## config.mk

```make
export PLATFORM = sky130hd
export DESIGN_NAME = group_reverse_stream_flat
export DESIGN_NICKNAME = d
export VERILOG_FILES = /design/src/rtl/core/grs_pkg.sv /design/src/rtl/core/grs_ifs.sv /design/src/rtl/core/group_reverse_stream.sv /design/src/rtl/core/grs_cell.sv /design/src/rtl/core/grs_chain.sv /design/src/flat_wrapper.sv
export SDC_FILE = /design/constraint.sdc
export NUM_CORES = 1
export LEC_CHECK = 0
export ABC_CLOCK_PERIOD_IN_PS = 32200
export BUFFER_PORTS_ARGS = -buffer_cell sky130_fd_sc_hd__buf_2
export CORE_ASPECT_RATIO = 0.5
export CORE_MARGIN = 2
export CORE_UTILIZATION = 65
export DETAILED_ROUTE_END_ITERATION = 12
export HOLD_SLACK_MARGIN = 0.02
export PLACE_DENSITY_LB_ADDON = 0.2
export SYNTH_ARGS = -nofsm -noshare
export SYNTH_HDL_FRONTEND = slang
export SYNTH_SLANG_ARGS = --single-unit
```

## constraint.sdc

```tcl
create_clock -name clk_i -period 32.2 [get_ports clk_i]
set_input_delay 1.61 -clock clk_i [delete_from_list [all_inputs] [get_ports clk_i]]
set_output_delay 1.61 -clock clk_i [all_outputs]
set_load 0.05 [all_outputs]
```

## src/rtl/core/grs_pkg.sv

```systemverilog
// shared types and constants of the group reverse stream block
`default_nettype none

package grs_pkg;

  // field widths fixed by the item format
  localparam int ValueW = 32;
  localparam int CfgW   = 5;

  // default group buffer depth and reset group size
  localparam int MaxGroupDef = 16;
  localparam logic [CfgW-1:0] GroupSizeRst = CfgW'(2);

  // command that every cell of the row obeys in a cycle
  typedef enum logic [1:0] {
    CMD_HOLD,
    CMD_PUSH,
    CMD_POP
  } cell_cmd_e;

  // controller states
  typedef enum logic {
    ST_FILL,
    ST_DRAIN
  } state_e;

  // control handed from the controller to the cell row
  typedef struct packed {
    cell_cmd_e           cmd;
    logic [ValueW-1:0]   push_value;
  } chain_ctrl_t;

endpackage

`default_nettype wire

```

## src/rtl/core/grs_ifs.sv

```systemverilog
// stream and configuration channel interfaces
`default_nettype none

// input item channel
interface grs_in_if;
  logic                             valid;
  logic                             ready;
  logic signed [grs_pkg::ValueW-1:0] value;
  logic                             end_of_list;

  modport source (output valid, output value, output end_of_list, input ready);
  modport sink (input valid, input value, input end_of_list, output ready);
endinterface

// result item channel
interface grs_out_if;
  logic                             valid;
  logic                             ready;
  logic signed [grs_pkg::ValueW-1:0] out_value;
  logic                             last_of_run;
  logic                             list_done;

  modport source (output valid, output out_value, output last_of_run,
                  output list_done, input ready);
  modport sink (input valid, input out_value, input last_of_run,
                input list_done, output ready);
endinterface

// group size write channel
interface grs_cfg_if;
  logic                       valid;
  logic                       ready;
  logic [grs_pkg::CfgW-1:0]   data;

  modport source (output valid, output data, input ready);
  modport sink (input valid, input data, output ready);
endinterface

`default_nettype wire

```

## src/rtl/core/group_reverse_stream.sv

```systemverilog
// top level of the group reverse stream block
`default_nettype none

// Values enter a row of MaxGroup cells, newest at the head. An item that
// does not close a group is taken at once unless an unload is running. An
// item that fills the group (count reaches group_size, held to 1..MaxGroup)
// or carries end_of_list starts an unload of all n buffered values, one per
// cycle while the output is not stalled, into the output register: popped
// from the head for a full group (reversed), read by count from the row for
// a partial final group (original order). No input is taken during the
// unload. A finished result may sit in the output register while new input
// is taken. group_size must be written on the configuration channel only
// while the block is idle; the block itself does not enforce this.
module group_reverse_stream #(
  parameter int MaxGroup = grs_pkg::MaxGroupDef
) (
  input  wire        clk_i,
  input  wire        rst_ni,
  grs_in_if.sink     in_i,
  grs_out_if.source  out_o,
  grs_cfg_if.sink    cfg_i
);
  import grs_pkg::*;

  localparam int CntW = $clog2(MaxGroup + 1);
  localparam int IdxW = (MaxGroup > 1) ? $clog2(MaxGroup) : 1;

  state_e            st_q, st_d;
  logic [CntW-1:0]   cnt_q, cnt_d;
  logic [CfgW-1:0]   gs_q;
  logic              rev_q, rev_d;
  logic              eol_q, eol_d;
  logic              out_valid_q, out_valid_d;
  logic [ValueW-1:0] out_value_q, out_value_d;
  logic              out_last_q, out_last_d;
  logic              out_done_q, out_done_d;

  logic [CntW-1:0]   k_eff;
  logic [CntW-1:0]   cnt_inc;
  logic [CntW-1:0]   cnt_dec;
  logic              in_xfer;
  logic              adv;
  logic              group_full;
  logic              final_val;
  chain_ctrl_t       ctrl;
  logic [ValueW-1:0] head_val, rd_val;

  // configuration register, always ready
  assign cfg_i.ready = 1'b1;

  always_ff @(posedge clk_i or negedge rst_ni) begin
    if (!rst_ni) begin
      gs_q <= GroupSizeRst;
    end else if (cfg_i.valid) begin
      gs_q <= cfg_i.data;
    end
  end

  // clamp group size to 1..MaxGroup
  always_comb begin
    if (gs_q == '0) begin
      k_eff = CntW'(1);
    end else if (int'(gs_q) > MaxGroup) begin
      k_eff = CntW'(MaxGroup);
    end else begin
      k_eff = CntW'(gs_q);
    end
  end

  assign cnt_inc    = cnt_q + CntW'(1);
  assign cnt_dec    = cnt_q - CntW'(1);
  assign in_xfer    = (st_q == ST_FILL) && in_i.valid;
  assign adv        = (st_q == ST_DRAIN) && (!out_valid_q || out_o.ready);
  assign group_full = (cnt_inc >= k_eff);
  assign final_val  = (cnt_q == CntW'(1));

  // next state
  always_comb begin
    st_d = st_q;
    case (st_q)
      ST_FILL: begin
        if (in_xfer && (group_full || in_i.end_of_list)) begin
          st_d = ST_DRAIN;
        end
      end
      ST_DRAIN: begin
        if (adv && final_val) begin
          st_d = ST_FILL;
        end
      end
      default: st_d = ST_FILL;
    endcase
  end

  // datapath and handshake outputs
  always_comb begin
    cnt_d           = cnt_q;
    rev_d           = rev_q;
    eol_d           = eol_q;
    out_valid_d     = out_valid_q && !out_o.ready;
    out_value_d     = out_value_q;
    out_last_d      = out_last_q;
    out_done_d      = out_done_q;
    ctrl.cmd        = CMD_HOLD;
    ctrl.push_value = in_i.value;
    in_i.ready      = 1'b0;
    case (st_q)
      ST_FILL: begin
        in_i.ready = 1'b1;
        if (in_xfer) begin
          ctrl.cmd = CMD_PUSH;
          cnt_d    = cnt_inc;
          rev_d    = group_full;
          eol_d    = in_i.end_of_list;
        end
      end
      ST_DRAIN: begin
        if (adv) begin
          ctrl.cmd    = rev_q ? CMD_POP : CMD_HOLD;
          cnt_d       = cnt_dec;
          out_valid_d = 1'b1;
          out_value_d = rev_q ? head_val : rd_val;
          out_last_d  = final_val;
          out_done_d  = final_val && eol_q;
        end
      end
      default: ;
    endcase
  end

  // cell row
  grs_chain #(
    .MaxGroup (MaxGroup)
  ) u_chain (
    .clk_i    (clk_i),
    .ctrl_i   (ctrl),
    .rd_idx_i (cnt_dec[IdxW-1:0]),
    .head_o   (head_val),
    .rd_o     (rd_val)
  );

  // control registers
  always_ff @(posedge clk_i or negedge rst_ni) begin
    if (!rst_ni) begin
      st_q        <= ST_FILL;
      cnt_q       <= '0;
      rev_q       <= 1'b0;
      eol_q       <= 1'b0;
      out_valid_q <= 1'b0;
    end else begin
      st_q        <= st_d;
      cnt_q       <= cnt_d;
      rev_q       <= rev_d;
      eol_q       <= eol_d;
      out_valid_q <= out_valid_d;
    end
  end

  // output payload register
  always_ff @(posedge clk_i) begin
    out_value_q <= out_value_d;
    out_last_q  <= out_last_d;
    out_done_q  <= out_done_d;
  end

  assign out_o.valid       = out_valid_q;
  assign out_o.out_value   = out_value_q;
  assign out_o.last_of_run = out_last_q;
  assign out_o.list_done   = out_done_q;

`ifndef SYNTHESIS
  // the row never holds a whole buffer while still filling
  a_fill_room: assert property (@(posedge clk_i) disable iff (!rst_ni)
    (st_q == ST_FILL) |-> (int'(cnt_q) < MaxGroup))
    else $error("fill count reached buffer depth while filling");

  // an unload always has something left to send
  a_drain_nonempty: assert property (@(posedge clk_i) disable iff (!rst_ni)
    (st_q == ST_DRAIN) |-> (cnt_q != '0))
    else $error("unload with empty row");

  // end of sequence only on the last result of a run
  a_done_is_last: assert property (@(posedge clk_i) disable iff (!rst_ni)
    (out_valid_q && out_done_q) |-> out_last_q)
    else $error("list_done without last_of_run");

  // a result is loaded only after an input transfer closed a group
  a_drain_entry: assert property (@(posedge clk_i) disable iff (!rst_ni)
    ((st_q == ST_FILL) && !in_xfer) |=> (st_q == ST_FILL))
    else $error("unload started without input transfer");
`endif

endmodule

`default_nettype wire

```

## src/rtl/core/grs_cell.sv

```systemverilog
// one storage cell of the bidirectional shift row
`default_nettype none

module grs_cell (
  input  wire                        clk_i,
  input  grs_pkg::cell_cmd_e         cmd_i,
  input  wire [grs_pkg::ValueW-1:0]  from_left_i,
  input  wire [grs_pkg::ValueW-1:0]  from_right_i,
  output logic [grs_pkg::ValueW-1:0] value_o
);
  import grs_pkg::*;

  logic [ValueW-1:0] value_q, value_d;

  // push moves data away from the head, pop moves it toward the head
  always_comb begin
    case (cmd_i)
      CMD_PUSH: value_d = from_left_i;
      CMD_POP:  value_d = from_right_i;
      default:  value_d = value_q;
    endcase
  end

  always_ff @(posedge clk_i) begin
    value_q <= value_d;
  end

  assign value_o = value_q;

endmodule

`default_nettype wire

```

## src/rtl/core/grs_chain.sv

```systemverilog
// row of cells holding the current group, newest value at the head
`default_nettype none

module grs_chain #(
  parameter int MaxGroup = grs_pkg::MaxGroupDef,
  localparam int IdxW = (MaxGroup > 1) ? $clog2(MaxGroup) : 1
) (
  input  wire                        clk_i,
  input  grs_pkg::chain_ctrl_t       ctrl_i,
  input  wire [IdxW-1:0]             rd_idx_i,
  output logic [grs_pkg::ValueW-1:0] head_o,
  output logic [grs_pkg::ValueW-1:0] rd_o
);
  import grs_pkg::*;

  logic [ValueW-1:0] cell_val [MaxGroup];

  // neighbor links: head takes the pushed value, tail pops in zero
  for (genvar g = 0; g < MaxGroup; g++) begin : g_cell
    logic [ValueW-1:0] left_val, right_val;

    if (g == 0) begin : g_head
      assign left_val = ctrl_i.push_value;
    end else begin : g_mid_l
      assign left_val = cell_val[g-1];
    end

    if (g == MaxGroup - 1) begin : g_tail
      assign right_val = '0;
    end else begin : g_mid_r
      assign right_val = cell_val[g+1];
    end

    grs_cell u_cell (
      .clk_i        (clk_i),
      .cmd_i        (ctrl_i.cmd),
      .from_left_i  (left_val),
      .from_right_i (right_val),
      .value_o      (cell_val[g])
    );
  end

  // head tap for reversed unload, indexed tap for in-order unload
  assign head_o = cell_val[0];
  assign rd_o   = cell_val[rd_idx_i];

endmodule

`default_nettype wire
```

## src/flat_wrapper.sv

```systemverilog
// flat-port wrapper written by rule: the top's interface ports become plain ports
module group_reverse_stream_flat import grs_pkg::*;
#(
  parameter int MaxGroup = grs_pkg::MaxGroupDef
)
  (clk_i, rst_ni, in_i_valid, in_i_value, in_i_end_of_list, in_i_ready, out_o_valid, out_o_out_value, out_o_last_of_run, out_o_list_done, out_o_ready, cfg_i_valid, cfg_i_data, cfg_i_ready);
  grs_in_if in_i_i ();
  grs_out_if out_o_i ();
  grs_cfg_if cfg_i_i ();
  input  wire clk_i;
  input  wire rst_ni;
  input wire logic [$bits(in_i_i.valid)-1:0] in_i_valid;
  input wire logic [$bits(in_i_i.value)-1:0] in_i_value;
  input wire logic [$bits(in_i_i.end_of_list)-1:0] in_i_end_of_list;
  output wire logic [$bits(in_i_i.ready)-1:0] in_i_ready;
  output wire logic [$bits(out_o_i.valid)-1:0] out_o_valid;
  output wire logic [$bits(out_o_i.out_value)-1:0] out_o_out_value;
  output wire logic [$bits(out_o_i.last_of_run)-1:0] out_o_last_of_run;
  output wire logic [$bits(out_o_i.list_done)-1:0] out_o_list_done;
  input wire logic [$bits(out_o_i.ready)-1:0] out_o_ready;
  input wire logic [$bits(cfg_i_i.valid)-1:0] cfg_i_valid;
  input wire logic [$bits(cfg_i_i.data)-1:0] cfg_i_data;
  output wire logic [$bits(cfg_i_i.ready)-1:0] cfg_i_ready;
  assign in_i_i.valid = in_i_valid;
  assign in_i_i.value = in_i_value;
  assign in_i_i.end_of_list = in_i_end_of_list;
  assign in_i_ready = in_i_i.ready;
  assign out_o_valid = out_o_i.valid;
  assign out_o_out_value = out_o_i.out_value;
  assign out_o_last_of_run = out_o_i.last_of_run;
  assign out_o_list_done = out_o_i.list_done;
  assign out_o_i.ready = out_o_ready;
  assign cfg_i_i.valid = cfg_i_valid;
  assign cfg_i_i.data = cfg_i_data;
  assign cfg_i_ready = cfg_i_i.ready;
  group_reverse_stream #(.MaxGroup(MaxGroup)) u_core (.clk_i(clk_i), .rst_ni(rst_ni), .in_i(in_i_i), .out_o(out_o_i), .cfg_i(cfg_i_i));
endmodule
```

==> impl_results.md, run 1 <==
* Status: finished, final reports clean
* Synth Warn # at 0
* Seq/Total Area, Yosys at 60.4%
* Crit. End Element: register
* #FFs+latches synth at 560
* Synthesized area per cell at 17.5 µm²
* CP most frequent cell: buf_4
* Slew @ Worst Pin at 1.32 ns
* Initial core utilization at 66.0%
* Crit-path leading delay family: buffers and inverters
* Root Buffer: clkbuf_16
* Clock transition at path regs at 0.07 ns
* Vias in the first global route at 14700
* Clk Latency, worst-skew pair at 0.57 ns
* Layout cells sized above 1 at 47.8%
* Synth Instances at 1584
* Setup TNS Final at 0 ns
* Met1 Usage GRT at 32.1%
* Multi-input logic area at 10200 µm²
* Multiplexer area fraction after synthesis at 31.2%
* CP Buf/Inv Count at 4
* DR vias at 14200
* Most common cell in the synthesized netlist: edfxtp_1
* Mapped Nets at 1635
* CP Max Fanout at 134
* GRT busiest layer: met2
* Unrepaired setup endpoints after global routing: false
* Highest clock rate at 170 MHz
* Bufs on Longest Clock Path at 3
* Die Area at 44400 µm²
* Max H-tree Level at 2
* Share of the synthesized area in the top cell type at 59.1%
* Area Growth Syn to Fin at 8.11%
* GP Congestion at 0.745
* # IOs at 80
* Layout net count at 1672
* Routed wire length at 50000 µm
* Die width at 296 µm
* Drt drc at 0
* Post-synthesis simple-gate area fraction at 2.32%
* Initial antenna violation count at 0
* Main combinational cell family by area after synthesis: multiplexers
* 1st-iter DRT viols at 1252
* Largest net degree at the start of global routing at 225
* Fillers at 2625
* Setup Skew at 0.0133 ns
* GRT met2 Usage at 38.4%
* CTS tree: built
* ANT nets after route at 0
* Die height at 150 µm
* Post-CTS setup repair buffer count at 0
* Max-cap viol count at 0
* Synthesized-area fraction occupied by adder cells at 0.361%
* TritonRoute pass-1 iters at 7
* Nature of the critical path startpoint: input port
* Syn Std Cell Area at 27700 µm²
* Hpwl dp at 28100 µm
* Setup violators final at 0
* Hold crit path type: reg -> reg
* GRT Overall Usage at 22.7%
* CP Data Required Time at 32.38 ns
* Placeable Area at 42000 µm²
* Synth area leaders: edfxtp_1, mux2_2, mux4_2, buf_4, dfrtp_1
* Compound-Gate Fraction of Synth Area at 2.27%
* Fin crit period at 5.90 ns
* Xor and xnor area share after synthesis at 0.289%
* Max Slew Vio Count at 0
* Unique masters post-synth at 46
* CP max stage delay at 1.02 ns
* CP Class: in -> reg
* Number of synthesized flops with an enable pin at 546
* Post-synth top cells: edfxtp_1, mux2_2, mux4_2
* Post_cts resized at 0
* Area leader, netlist: edfxtp_1
* Worst endpoint data arrival time at 6.08 ns
* Avg WL per Cell at 22.4 µm
* Synth Flop Type: edfxtp_1
* Total CTS buffers at 49
* I/O Buffers at 78
* First-pass GRT wire length at 79300 µm
* Final hold viol count at 0
* Rel. slew slack at 12.0%
* Slowest stage cell on the critical path: buf_4
* Sink Count at 560
* Worst path cell trace: buf_2 > nand2b_4 > and2_2 > buf_4 > nand2_8 > nand2_4 > buf_4 > buf_4
* Placed insts at 2147
* Vias per Instance at 6.36
* Hold_buf cts at 0
* FF/Latch Area at 16800 µm²
* R2r setup slk at 27.05 ns
* Met3 Use GR at 3.22%
* Tcrit/Tclk final at 18.3%
* Rows at 53
* Grt ovf at 0
* N_diodes at 0
* Post-route non-filler standard cell count at 2235
* Asr flop ratio synth at 2.50%
worst min-delay path, stage by stage (launching register included):
cell and delay, ns:
dfrtp_1 0.35, nand2_1 0.06, nand2_1 0.06
cell families after synthesis:
family          Yosys count
flops                   560
buf+inv                 147
other cells               1
xor+xnor                  7
mux                     644
simple gates            132
compound gates           85
fa+ha+maj                 8
cell usage in the layout, fill, tap and decap left out, types with 3 or more instances in the layout:
master	netlist	layout
edfxtp_1	546	546
mux2_2	484	484
mux4_2	127	127
buf_2	27	78
nand2_1	76	75
clkbuf_16	0	51
inv_1	37	37
a21oi_1	35	35
and2_1	34	33
mux2i_1	32	32
a32o_1	31	31
buf_4	57	16
clkinv_1	0	13
dfrtp_1	13	11
clkinv_2	0	9
bufinv_16	0	8
ha_1	8	7
nor2_1	6	6
o21ai_0	6	6
xnor2_1	5	4
clkbuf_1	17	4
nand3_1	3	3
a22oi_1	3	3
routing by layer:
layer / vias to the layer above / part of all wire (%)
li1: 6408 / -
met1: 7463 / 44
met2: 294 / 50
met3: 55 / 4.0
met4: 0 / 1.4
met5: - / 0
worst paths after layout:
| kind | start | to | cells after the start |
|---|---|---|---|
| max | out_o_ready | u_core.u_chain.g_cell[0].u_cell.value_o[27] | 8 |
| min | u_core.eol_q | u_core.eol_q | 2 |
| max reg2reg | u_core.out_o.valid | u_core.u_chain.g_cell[0].u_cell.value_o[27] | 7 |
| min reg2reg | u_core.eol_q | u_core.eol_q | 2 |
| max in group asynchronous | rst_ni | u_core.gs_q[1] | 1 |
| min in group asynchronous | rst_ni | u_core.gs_q[0] | 1 |
layout make-up:
| cell class | count | area share, % |
|---|---|---|
| Clock buffer | 55 | 4.31 |
| Multi-Input combinational cell | 877 | 33.9 |
| Tap cell | 577 | 2.41 |
| Inverter | 37 | 0.463 |
| Timing Repair Buffer | 96 | 1.84 |
| Sequential cell | 560 | 55.9 |
| Clock inverter | 33 | 1.20 |
registers in the layout, indices dropped and copies added (netlist names):
signal and flops:
u_core.out_o.out_value 32, u_core.out_o.valid 1, u_core.cnt_q 5, u_core.out_o.list_done 1
u_core.u_chain.g_cell.u_cell.value_o 512, u_core.eol_q 1, u_core.gs_q 5, u_core.st_q 1
u_core.out_o.last_of_run 1, u_core.rev_q 1
per-stage QoR:
step / worst slack, ns / cell area [µm²] / hold WS (ns) / utilization, %
3_5_place_dp: 25.66 / 28300 / 0.484 / 67.4
4_1_cts: 26.28 / 30000 / 0.502 / 71.3
2_1_floorplan: 17.42 / 27700 / 0.437 / -
6_report: 26.30 / 30000 / 0.503 / 71.3
5_1_grt: 25.97 / 30000 / 0.554 / 71.3
3_3_place_gp: 25.91 / 28300 / 0.453 / 67.4
Power of run 1 is left out: the tool's default activity adds up to more than one toggle a clock period on the data nets, which glitch-free logic cannot reach.
==> inputs of run 2 (changes only) <==
Settings changed: ABC_AREA set to 1, ABC_CLOCK_PERIOD_IN_PS 32200 to 5200, CORE_UTILIZATION 65 to 57.
Clock period 32.2 ns to 5.2 ns, I/O delays scaled along.
==> run 2 against run 1 <==
Area after synthesis grew 4.9%. Cell count grew 90%. Critical path type is now reg -> reg. Hold slack got worse by 0.46 ns.
==> impl_results.md, run 2 <==
* Status: finished, final reports clean (unchanged)
* Vias per Instance at 5.55 (was 6.36)
* Unrepaired setup endpoints after global routing: false (unchanged)
* Die Area at 52900 µm² (was 44400 µm²)
* Synth area leaders: edfxtp_1, nand2_1, nand3_1, buf_2, buf_4 (was edfxtp_1, mux2_2, mux4_2, buf_4, dfrtp_1)
* CP Data Required Time at 5.55 ns (was 32.38 ns)
* Grt ovf at 0 (unchanged)
* Hpwl dp at 38500 µm (was 28100 µm)
* Number of synthesized flops with an enable pin at 546 (unchanged)
* Register share of total power at 38.9%
* Synth Flop Type: edfxtp_1 (unchanged)
* Total CTS buffers at 51 (was 49)
* Layout cells sized above 1 at 5.26% (was 47.8%)
* Routed wire length at 72000 µm (was 50000 µm)
* Clock share of power at 15.7%
* Final Worst Setup Slack at 1.95 ns (was 26.30 ns)
* GRT Overall Usage at 26.9% (was 22.7%)
* Synth Instances at 3538 (was 1584)
* Area leader, netlist: edfxtp_1 (unchanged)
* Clk Latency, worst-skew pair at 0.59 ns (was 0.57 ns)
* Layout net count at 3565 (was 1672)
* Area Growth Syn to Fin at 7.88% (was 8.11%)
* Nature of the critical path startpoint: register (was input port)
* Initial antenna violation count at 2 (was 0)
* Setup Skew at 0.0153 ns (was 0.0133 ns)
* Highest clock rate at 308 MHz
* Hold crit path type: in -> reg (was reg -> reg)
* Initial core utilization at 57.8% (was 66.0%)
* N_diodes at 0 (unchanged)
* First-pass GRT wire length at 114000 µm (was 79300 µm)
* Commonest non-fill, non-tap cell in the layout: nand2_1 (was edfxtp_1)
* Slew @ Worst Pin at 1.28 ns (was 1.32 ns)
* Rel. slew slack at 14.6% (was 12.0%)
* TritonRoute pass-1 iters at 6 (was 7)
* Seq/Total Area, Yosys at 57.6% (was 60.4%)
* CP Class: reg -> reg (was in -> reg)
* Most common cell in the synthesized netlist: nand2_1 (was edfxtp_1)
* Final hold viol count at 0 (unchanged)
* Crit. End Element: register (unchanged)
* Max Slew Vio Count at 0 (unchanged)
* Die height at 164 µm (was 150 µm)
* Max H-tree Level at 2 (unchanged)
* Syn Std Cell Area at 29100 µm² (was 27700 µm²)
* Setup violators final at 0 (unchanged)
* Clock transition at path regs at 0.07 ns (about the same)
* Asr flop ratio synth at 2.50% (unchanged)
* Worst endpoint data arrival time at 3.60 ns (was 6.08 ns)
* Setup TNS Final at 0 ns (unchanged)
* ANT nets after route at 0 (unchanged)
* Sink Count at 560 (unchanged)
* Max reg flops at 512 (unchanged)
* CP Max Fanout at 116 (was 134)
* Internal at 12.7 mW
* Rows at 58 (was 53)
* Fin crit period at 3.25 ns
* Vias in the first global route at 20900 (was 14700)
* Unique masters post-synth at 28 (was 46)
* Static Leak at 14.2 nW
* I/O Buffers at 78 (unchanged)
* Most frequent cells in the layout: nand2_1, edfxtp_1, nand3_1 (was edfxtp_1, mux2_2, mux4_2)
* #FFs+latches synth at 560 (unchanged)
* Maximum VDD drop at 0.791 mV
* Synth Warn # at 0 (unchanged)
* Avg WL per Cell at 17.0 µm (was 22.4 µm)
* Share of the synthesized area in the top cell type at 56.4% (was 59.1%)
* Max-cap viol count at 0 (unchanged)
* CTS tree: built (unchanged)
* Post-CTS setup repair buffer count at 0 (unchanged)
* Setup WS pre-CTS at 1.97 ns (was 25.66 ns)
* P_sw at 10.5 mW
* Root Buffer: clkbuf_16 (unchanged)
* Mapped Nets at 3589 (was 1635)
* # IOs at 80 (unchanged)
* Bufs on Longest Clock Path at 3 (unchanged)
* Synthesized area per cell at 8.22 µm² (was 17.5 µm²)
* Die width at 323 µm (was 296 µm)
* Tcrit/Tclk final at 62.4%
* Largest net degree at the start of global routing at 234 (was 225)
* GP Congestion at 0.797 (was 0.745)
* P per Cell Area at 739 nW/µm²
* Sw Ratio at 45.2%
* Placeable Area at 50300 µm² (was 42000 µm²)
* DR vias at 23500 (was 14200)
* 1st-iter DRT viols at 3105 (was 1252)
* Post-synth top cells: nand2_1, edfxtp_1, nand3_1 (was edfxtp_1, mux2_2, mux4_2)
* Power share of the combinational group at 45.4%
* Drt drc at 0 (unchanged)
run 2: layout make-up:
cell class,count,area (µm²)
fillers,4304,18900
flip-flops and latches,560,16800
multi-input cells,2694,10800
clock buffers,67,1380
repair buffers,146,1130
well taps,690,863
inverters,61,246
clock inverters,26,168
run 2: cell families after synthesis:
kind of cell	synth area share, %
flip-flops	57.6
AO/OA/AOI/OAI	0.594
adder cells (fa/ha/maj)	0.344
AND/OR/NAND/NOR	35.9
other	0.0129
buffers and inverters	5.35
XOR/XNOR	0.232
run 2: per-layer routing:
| layer | vias up | part of all wire (%) | global-route usage, % |
|---|---|---|---|
| li1 | 11300 | - | - |
| met1 | 11100 | 47 | 42.5 |
| met2 | 986 | 43 | 39.0 |
| met3 | 81 | 8.9 | 4.46 |
| met4 | 2 | 1.4 | 5.22 |
| met5 | - | 0.0097 | 0 |
run 2: final timing paths:
check / startpoint / endpoint / slack [ns] / cells after the start
max in group asynchronous: rst_ni / u_core.gs_q[1] / 4.79 / 2
min: in_i_value[24] / u_core.u_chain.g_cell[0].u_cell.value_o[24] / 0.05 / 3
max: u_core.cnt_q[0] / u_core.out_o.out_value[9] / 1.95 / 12
min in group asynchronous: rst_ni / u_core.gs_q[4] / 0.11 / 2
max reg2reg: u_core.cnt_q[0] / u_core.out_o.out_value[9] / 1.95 / 12
min reg2reg: u_core.out_o.valid / u_core.out_o.valid / 0.51 / 2
run 2: power by group through the flow:
stage	Combinational, mW	Clock [mW]	Sequential [mW]
6_report	10.5	3.64	9.03
5_1_grt	11.8	3.87	9.21
4_1_cts	10.4	3.69	8.98
3_5_place_dp	10.4	0	9.04
3_3_place_gp	10.2	0	9.04
2_1_floorplan	7.46	0	9.26
run 2: worst max-delay path, cell delays in order (launching register included):
cell and delay, ns:
dfrtp_4 0.51, inv_8 0.52, ha_4 0.25, inv_1 0.05, nand2_1 0.07, nand2_2 0.71, buf_12 0.49, nand3_1 0.10
nand2_1 0.05, nand2_1 0.06, nand2_1 0.06, nand2_1 0.06, nand2_1 0.05
run 2: timing repair:
item                      4_1_cts  5_1_grt
hold buffers                   41        0
gates resized for setup         0        0
hold endpoints to repair       46        0
run 2: through the flow:
step	utilization (%)	instances	area, µm²	total power [mW]	hold WS (ns)
2_1_floorplan	-	3538	29100	16.7	-0.0356
3_3_place_gp	58.5	4110	29400	19.2	0.176
6_report	62.4	4244	31400	23.2	0.0458
4_1_cts	62.4	4244	31400	23.1	0.0222
5_1_grt	62.4	4244	31400	24.9	0.0433
3_5_place_dp	58.5	4110	29400	19.4	0.186
Power figures use the tool's default switching activity.
